$ cat config.mk
export PLATFORM = sky130hd
export DESIGN_NAME = uart_datagram_framer_crc8
export DESIGN_NICKNAME = d
export VERILOG_FILES = /design/src/design/udf_pkg.sv /design/src/design/uart_datagram_framer_crc8.sv /design/src/design/udf_front.sv /design/src/design/udf_back.sv
export SDC_FILE = /design/constraint.sdc
export NUM_CORES = 1
export LEC_CHECK = 0
export ABC_AREA = 0
export BUFFER_PORTS_ARGS = -buffer_cell sky130_fd_sc_hd__buf_2
export CAP_MARGIN = 25
export CORE_AREA = 4 4 116 118
export DETAILED_ROUTE_END_ITERATION = 8
export DIE_AREA = 0 0 120 122
export GPL_TIMING_DRIVEN = 0
export PLACE_DENSITY = 0.66
export SKIP_LAST_GASP = 1
export SYNTH_ARGS = -nofsm -noshare
export SYNTH_HDL_FRONTEND = slang
export SYNTH_SLANG_ARGS = --single-unit
$ cat constraint.sdc
create_clock -name i_clk -period 4.59 [get_ports i_clk]
set_input_delay 0.918 -clock i_clk [delete_from_list [all_inputs] [get_ports i_clk]]
set_output_delay 0.918 -clock i_clk [all_outputs]
set_load 0.1 [all_outputs]
$ cat src/design/udf_pkg.sv
// types, constants and the crc step for the datagram framer
`timescale 1ns / 1ps
`default_nettype none

package udf_pkg;

    localparam logic [7:0] SYNC_BYTE      = 8'h05;
    localparam logic [7:0] CRC_POLY       = 8'h07;
    localparam logic       OP_WRITE       = 1'b0;
    localparam logic       OP_READ        = 1'b1;
    // index of the crc byte within a datagram
    localparam logic [2:0] LAST_IDX_WRITE = 3'd7;
    localparam logic [2:0] LAST_IDX_READ  = 3'd3;

    // one classified request: datagram bytes before the crc, and the crc position
    typedef struct packed {
        logic [2:0]      last_idx;
        logic [7:0][7:0] bytes;
    } t_entry;

    // handshake between the request queue and the byte sequencer
    typedef struct packed {
        logic valid;
    } t_q_status;

    typedef struct packed {
        logic pop;
    } t_q_ctrl;

    // crc8, polynomial 0x07, one byte fed lsb first
    function automatic logic [7:0] crc8_feed(input logic [7:0] crc_in, input logic [7:0] data);
        logic [7:0] crc;
        crc = crc_in;
        for (int b = 0; b < 8; b++) begin
            if (crc[7] ^ data[b]) begin
                crc = {crc[6:0], 1'b0} ^ CRC_POLY;
            end else begin
                crc = {crc[6:0], 1'b0};
            end
        end
        return crc;
    endfunction

endpackage

`default_nettype wire

$ cat src/design/uart_datagram_framer_crc8.sv
// top level of the uart datagram framer with crc8
// a request is first written into the queue, then its first byte into the output register
// throughput: one byte per cycle while a request is queued and the receiver is ready,
// set by the single byte sequencer and its one output register
// a two-entry request queue lets new requests in while a datagram is still going out
// reset: synchronous active-low, clears the queue, the sequencer and the output valid
`timescale 1ns / 1ps
`default_nettype none

module uart_datagram_framer_crc8 (
    input  wire         i_clk,
    input  wire         i_rst_n,
    input  wire         s_axis_tvalid,
    output logic        s_axis_tready,
    input  wire  [47:0] s_axis_tdata,   // node_address[7:0], register_address[15:8], write_data[47:16]
    input  wire         s_axis_tuser,   // op
    output logic        m_axis_tvalid,
    input  wire         m_axis_tready,
    output logic [7:0]  m_axis_tdata,   // frame_byte[7:0]
    output logic        m_axis_tlast
);
    import udf_pkg::*;

    t_entry    q_entry;
    t_q_status q_status;
    t_q_ctrl   q_ctrl;

    udf_front u_front (
        .i_clk              (i_clk),
        .i_rst_n            (i_rst_n),
        .i_valid            (s_axis_tvalid),
        .o_ready            (s_axis_tready),
        .i_op               (s_axis_tuser),
        .i_node_address     (s_axis_tdata[7:0]),
        .i_register_address (s_axis_tdata[15:8]),
        .i_write_data       (s_axis_tdata[47:16]),
        .o_entry            (q_entry),
        .o_status           (q_status),
        .i_ctrl             (q_ctrl)
    );

    udf_back u_back (
        .i_clk        (i_clk),
        .i_rst_n      (i_rst_n),
        .i_entry      (q_entry),
        .i_status     (q_status),
        .o_ctrl       (q_ctrl),
        .o_valid      (m_axis_tvalid),
        .i_ready      (m_axis_tready),
        .o_frame_byte (m_axis_tdata),
        .o_last_byte  (m_axis_tlast)
    );

endmodule

`default_nettype wire

$ cat src/design/udf_front.sv
// request intake: classify a request into datagram bytes and queue it
`timescale 1ns / 1ps
`default_nettype none

module udf_front (
    input  wire                i_clk,
    input  wire                i_rst_n,
    input  wire                i_valid,
    output logic               o_ready,
    input  wire                i_op,
    input  wire  [7:0]         i_node_address,
    input  wire  [7:0]         i_register_address,
    input  wire  [31:0]        i_write_data,
    output udf_pkg::t_entry    o_entry,
    output udf_pkg::t_q_status o_status,
    input  udf_pkg::t_q_ctrl   i_ctrl
);
    import udf_pkg::*;

    t_entry     n_entry;
    t_entry     r_mem [2];
    logic       r_wr_ptr;
    logic       r_rd_ptr;
    logic [1:0] r_count;
    logic       push;
    logic       pop;

    // build the byte list of the datagram
    always_comb begin
        n_entry.bytes[0] = SYNC_BYTE;
        n_entry.bytes[1] = i_node_address;
        n_entry.bytes[2] = i_register_address;
        n_entry.bytes[3] = i_write_data[31:24];
        n_entry.bytes[4] = i_write_data[23:16];
        n_entry.bytes[5] = i_write_data[15:8];
        n_entry.bytes[6] = i_write_data[7:0];
        n_entry.bytes[7] = 8'h00;
        n_entry.last_idx = (i_op == OP_READ) ? LAST_IDX_READ : LAST_IDX_WRITE;
    end

    assign o_ready         = (r_count != 2'd2);
    assign push            = i_valid && o_ready;
    assign pop             = i_ctrl.pop;
    assign o_status.valid  = (r_count != 2'd0);
    assign o_entry         = r_mem[r_rd_ptr];

    // two-entry queue storage
    always_ff @(posedge i_clk) begin
        if (push) begin
            r_mem[r_wr_ptr] <= n_entry;
        end
    end

    // queue pointers and fill level
    always_ff @(posedge i_clk) begin
        if (!i_rst_n) begin
            r_wr_ptr <= 1'b0;
            r_rd_ptr <= 1'b0;
            r_count  <= 2'd0;
        end else begin
            if (push) begin
                r_wr_ptr <= ~r_wr_ptr;
            end
            if (pop) begin
                r_rd_ptr <= ~r_rd_ptr;
            end
            r_count <= r_count + {1'b0, push} - {1'b0, pop};
        end
    end

endmodule

`default_nettype wire

$ cat src/design/udf_back.sv
// byte sequencer: one datagram byte per cycle unless stalled, crc byte last
`timescale 1ns / 1ps
`default_nettype none

module udf_back (
    input  wire                i_clk,
    input  wire                i_rst_n,
    input  udf_pkg::t_entry    i_entry,
    input  udf_pkg::t_q_status i_status,
    output udf_pkg::t_q_ctrl   o_ctrl,
    output logic               o_valid,
    input  wire                i_ready,
    output logic [7:0]         o_frame_byte,
    output logic               o_last_byte
);
    import udf_pkg::*;

    logic [2:0] r_idx;
    logic [2:0] n_idx;
    logic [7:0] r_crc;
    logic [7:0] n_crc;
    logic       r_valid;
    logic       n_valid;
    logic [7:0] r_byte;
    logic [7:0] n_byte;
    logic       r_last;
    logic       n_last;
    logic       advance;
    logic       at_crc;
    logic [7:0] cur_byte;

    assign advance  = i_status.valid && (!r_valid || i_ready);
    assign at_crc   = (r_idx == i_entry.last_idx);
    assign cur_byte = i_entry.bytes[r_idx];
    assign o_ctrl.pop = advance && at_crc;

    // next byte, crc and output register
    always_comb begin
        n_idx   = r_idx;
        n_crc   = r_crc;
        n_byte  = r_byte;
        n_last  = r_last;
        n_valid = r_valid && !i_ready;
        if (advance) begin
            n_valid = 1'b1;
            if (at_crc) begin
                n_byte = r_crc;
                n_last = 1'b1;
                n_idx  = 3'd0;
                n_crc  = 8'h00;
            end else begin
                n_byte = cur_byte;
                n_last = 1'b0;
                n_idx  = r_idx + 3'd1;
                n_crc  = crc8_feed(r_crc, cur_byte);
            end
        end
    end

    // sequencer control state
    always_ff @(posedge i_clk) begin
        if (!i_rst_n) begin
            r_idx   <= 3'd0;
            r_crc   <= 8'h00;
            r_valid <= 1'b0;
        end else begin
            r_idx   <= n_idx;
            r_crc   <= n_crc;
            r_valid <= n_valid;
        end
    end

    // output payload
    always_ff @(posedge i_clk) begin
        r_byte <= n_byte;
        r_last <= n_last;
    end

    assign o_valid      = r_valid;
    assign o_frame_byte = r_byte;
    assign o_last_byte  = r_last;

endmodule

`default_nettype wire

==> impl_metrics.yaml <==
cts:
  cts_root_buffer: "clkbuf_16"
  clk_pin_slew_ns: 0.06
  cts.repair.resized: 0
  cts_tree: "yes"
  clk_latency_ns: 0.41
  clockBufferDepth: 2
  cts.sink_count: 124
  cts_hold_buf: 0
  numCtsBuffers: 17
  cts_htree_levels: 4
  postCtsSetupRepairBufs: 0
job:
  maxCapViolCount: 0
pwr:
  p_leak_nw: 2.27
  sequentialPowerShare_pct: 40.3
  power_density_mw_per_mm2: 548
  peakVddDrop_uv: 262
  pwr-share-clk_pct: 39.6
  p_sw_share_pct: 27.4
  comb_power_share_pct: 20.1
  switchingPower_uw: 956
  p_int_mw: 2.54
worst_setup_path:
  path_cells: "buf_6, mux4_1, a221oi_1, o22ai_1, xnor2_1, xnor2_1, xnor2_1, or3_1, a31oi_1"
  end_kind: "flip-flop"
  crit_type: "flip-flop to flip-flop"
  critical_path_required_ns: 4.92
  cpMostUsedCell: "xnor2_1"
  path_buf_inv: 1
  cp-start-kind: "flip-flop"
  arrival_ns: 3.18
  reg2reg_setup_slack_ns: 1.74
  critical_path.top_delay_family: "compound AO/OA/AOI/OAI gates"
  cpPeakStageDelay_ns: 0.61
  slowest_stage: "mux4_1"
  worst-path-max-fanout: 10
  r2r-end: "u_back.r_crc[6]"
  reg2reg_depth: 9
worst_hold_path:
  hold_path_class: "flip-flop to flip-flop"
  holdPathStages: 2
  hold_end: "u_back.r_crc[4]"
  hold_start: "u_back.r_crc[4]"
detailed_routing:
  routed_wl_mm: 10.0
  drt-initial-drc-count: 170
  viasPerCell: 4.95
  ant_nets: 0
  num_vias: 2932
  routedWlPerCell_um: 16.9
  drcViolationCount: 0
  drt_first_pass_iters: 4
grt:
  grt_pass1_wl_mm: 15.9
  grt_max_degree: 31
  overflow: 0
  grtUsageTotal_pct: 14.5
  grt_pass1_vias: 3058
  antenna_found_initial: 0
yosys:
  synth_mux_area_share_pct: 11.6
  synth_cells: 323
  seq_area_frac_synth_pct: 68.7
  synth_edf_count: 107
  ys.flop_type: "edfxtp_1"
  synth_xor_area_share_pct: 4.84
  synth_area_leaders: "edfxtp_1 62%, dfxtp_1 6.6%, mux2_2 4.1%"
  syn_avg_cell_area_um2: 16.0
  ys_warn_count: 0
  synthArstFlopShare_pct: 0
  synth_fa_ha_area_share_pct: 0.726
  ys_types: 45
  ys_ff_latch: 124
  synth_compound_area_share_pct: 6.05
  synth-simple-area-share_pct: 5.32
  synth_top_family_by_area: "multiplexers"
  syn_area_mm2: 0.00517
  synth_nets: 379
  synth_top_area_share_pct: 62.1
  synth_top_cell_by_area: "edfxtp_1"
placement:
  placedCellCount: 560
  io_buffers: 63
  placed_cell_area_mm2: 0.00575
  hpwl_mm: 6.79
  gp_congestion: 0.772
cells_and_area:
  antenna_cells: 0
  area_growth_pct: 23.3
  layout_commonest_cell: "edfxtp_1"
  fin_area_mm2: 0.00638
  stdcell_count: 592
  final_cell_mix: "107 x edfxtp_1, 65 x buf_2, 22 x xnor2_1, 21 x nand2_1, 19 x mux2_2"
  fin_nets: 463
  drive_gt1_share_pct: 32.9
sta:
  finalSetupViolations: 0
  skew_ns: 0.00610
  hold_viol_final: 0
  rsz0062_at_grt: "false"
  worst_slew_pin_slew_ns: 0.727
  drv_slew: 0
  post-route-min-period_ns: 2.85
  period_share_pct: 62.1
  max_freq_mhz: 351
  relSlewSlack_pct: 51.4
floorplan:
  start_util_pct: 41.5
  chipHeight_um: 122
  core_mm2: 0.0125
  die_x_um: 120
  ioPinCount: 64
  fp-row-count: 41
  die-area_mm2: 0.0146
outcome:
  status: "complete, no violations"
==> power groups by stage <==
stage	clock, mW	combinational (mW)	sequential, mW
6_report	1.38	0.702	1.41
5_1_grt	1.47	0.761	1.42
4_1_cts	1.41	0.703	1.41
3_5_place_dp	0	0.697	1.43
3_3_place_gp	0	0.675	1.43
2_1_floorplan	0	0.443	1.53
==> layer usage <==
layer  global-route usage (%)  vias to the layer above  part of all wire [%]
li1                         -                     1399                     -
met1                     18.9                     1432                    44
met2                     22.9                       89                    49
met3                     4.36                       12                   5.9
met4                     6.01                        0                   1.5
met5                        0                        -                     0
==> sequential cells by signal, summed over array words and instances, names as in the netlist, named ones only <==
name                 count
u_back.r_crc             8
u_front.r_rd_ptr         1
u_front.r_count          2
u_back.o_valid           1
u_front.r_mem           98
u_front.r_wr_ptr         1
u_back.o_frame_byte      8
u_back.r_idx             3
u_back.o_last_byte       1
==> kinds of logic (layout without fill, tap and decap cells) <==
group	Yosys count	in the layout
DFF	124	124
muxes	41	41
AOI/OAI and AO/OA	46	46
adders and majority gates	3	3
buffers and inverters	24	121
and+or+nand+nor	58	58
xor gates and xnor gates	27	27
==> worst reg2reg max path, stage by stage, from the launching register on <==
cell      delay [ns]
dfxtp_1         0.32
buf_6           0.18
mux4_1          0.62
a221oi_1        0.31
o22ai_1         0.22
xnor2_1         0.20
xnor2_1         0.30
xnor2_1         0.14
or3_1           0.33
a31oi_1         0.16
==> Yosys cell counts, types with 5 or more instances <==
master / n
nor2_1: 12
nand2_1: 21
mux2i_1: 10
o21ai_0: 7
mux2_2: 19
a221oi_1: 5
a21oi_1: 16
edfxtp_1: 107
buf_6: 6
nor2b_1: 5
dfxtp_1: 17
xnor2_1: 22
inv_1: 11
mux4_2: 8
==> final cells by class <==
cell class,instances,area (µm²)
fillers,1045,6090
flip-flops and latches,124,3550
multi-input cells,175,1480
clock buffers,17,425
repair buffers,65,355
well taps,172,215
clock inverters,15,199
plain buffers,12,100
inverters,12,45.0
==> worst max path at each step <==
stage                                   from              endpoint  slack (ns)  depth (start not counted)
final                              flip-flop       u_back.r_crc[6]        1.74                          9
after global routing               flip-flop       u_back.r_crc[6]        1.58                          9
after CTS                          flip-flop       u_back.r_crc[6]        1.75                          9
after detailed placement       m_axis_tready       u_back.r_crc[2]        1.79                          8
after global placement         s_axis_tvalid  u_front.r_mem[0][11]       -0.25                          3
after floorplan           u_front.r_count[0]   u_front.r_mem[0][0]        0.77                          4
==> through the flow <==
| stage | util, % | power, mW | setup TNS [ns] | worst slack, ns | hold slack [ns] |
|---|---|---|---|---|---|
| 2_1_floorplan | - | 1.97 | 0 | 0.773 | 0.461 |
| 3_3_place_gp | 45.8 | 2.11 | -12.43 | -0.252 | 0.476 |
| 3_5_place_dp | 46.2 | 2.13 | 0 | 1.79 | 0.496 |
| 4_1_cts | 51.2 | 3.52 | 0 | 1.75 | 0.507 |
| 5_1_grt | 51.2 | 3.65 | 0 | 1.58 | 0.518 |
| 6_report | 51.2 | 3.49 | 0 | 1.74 | 0.507 |
Power figures use the tool's default switching activity.
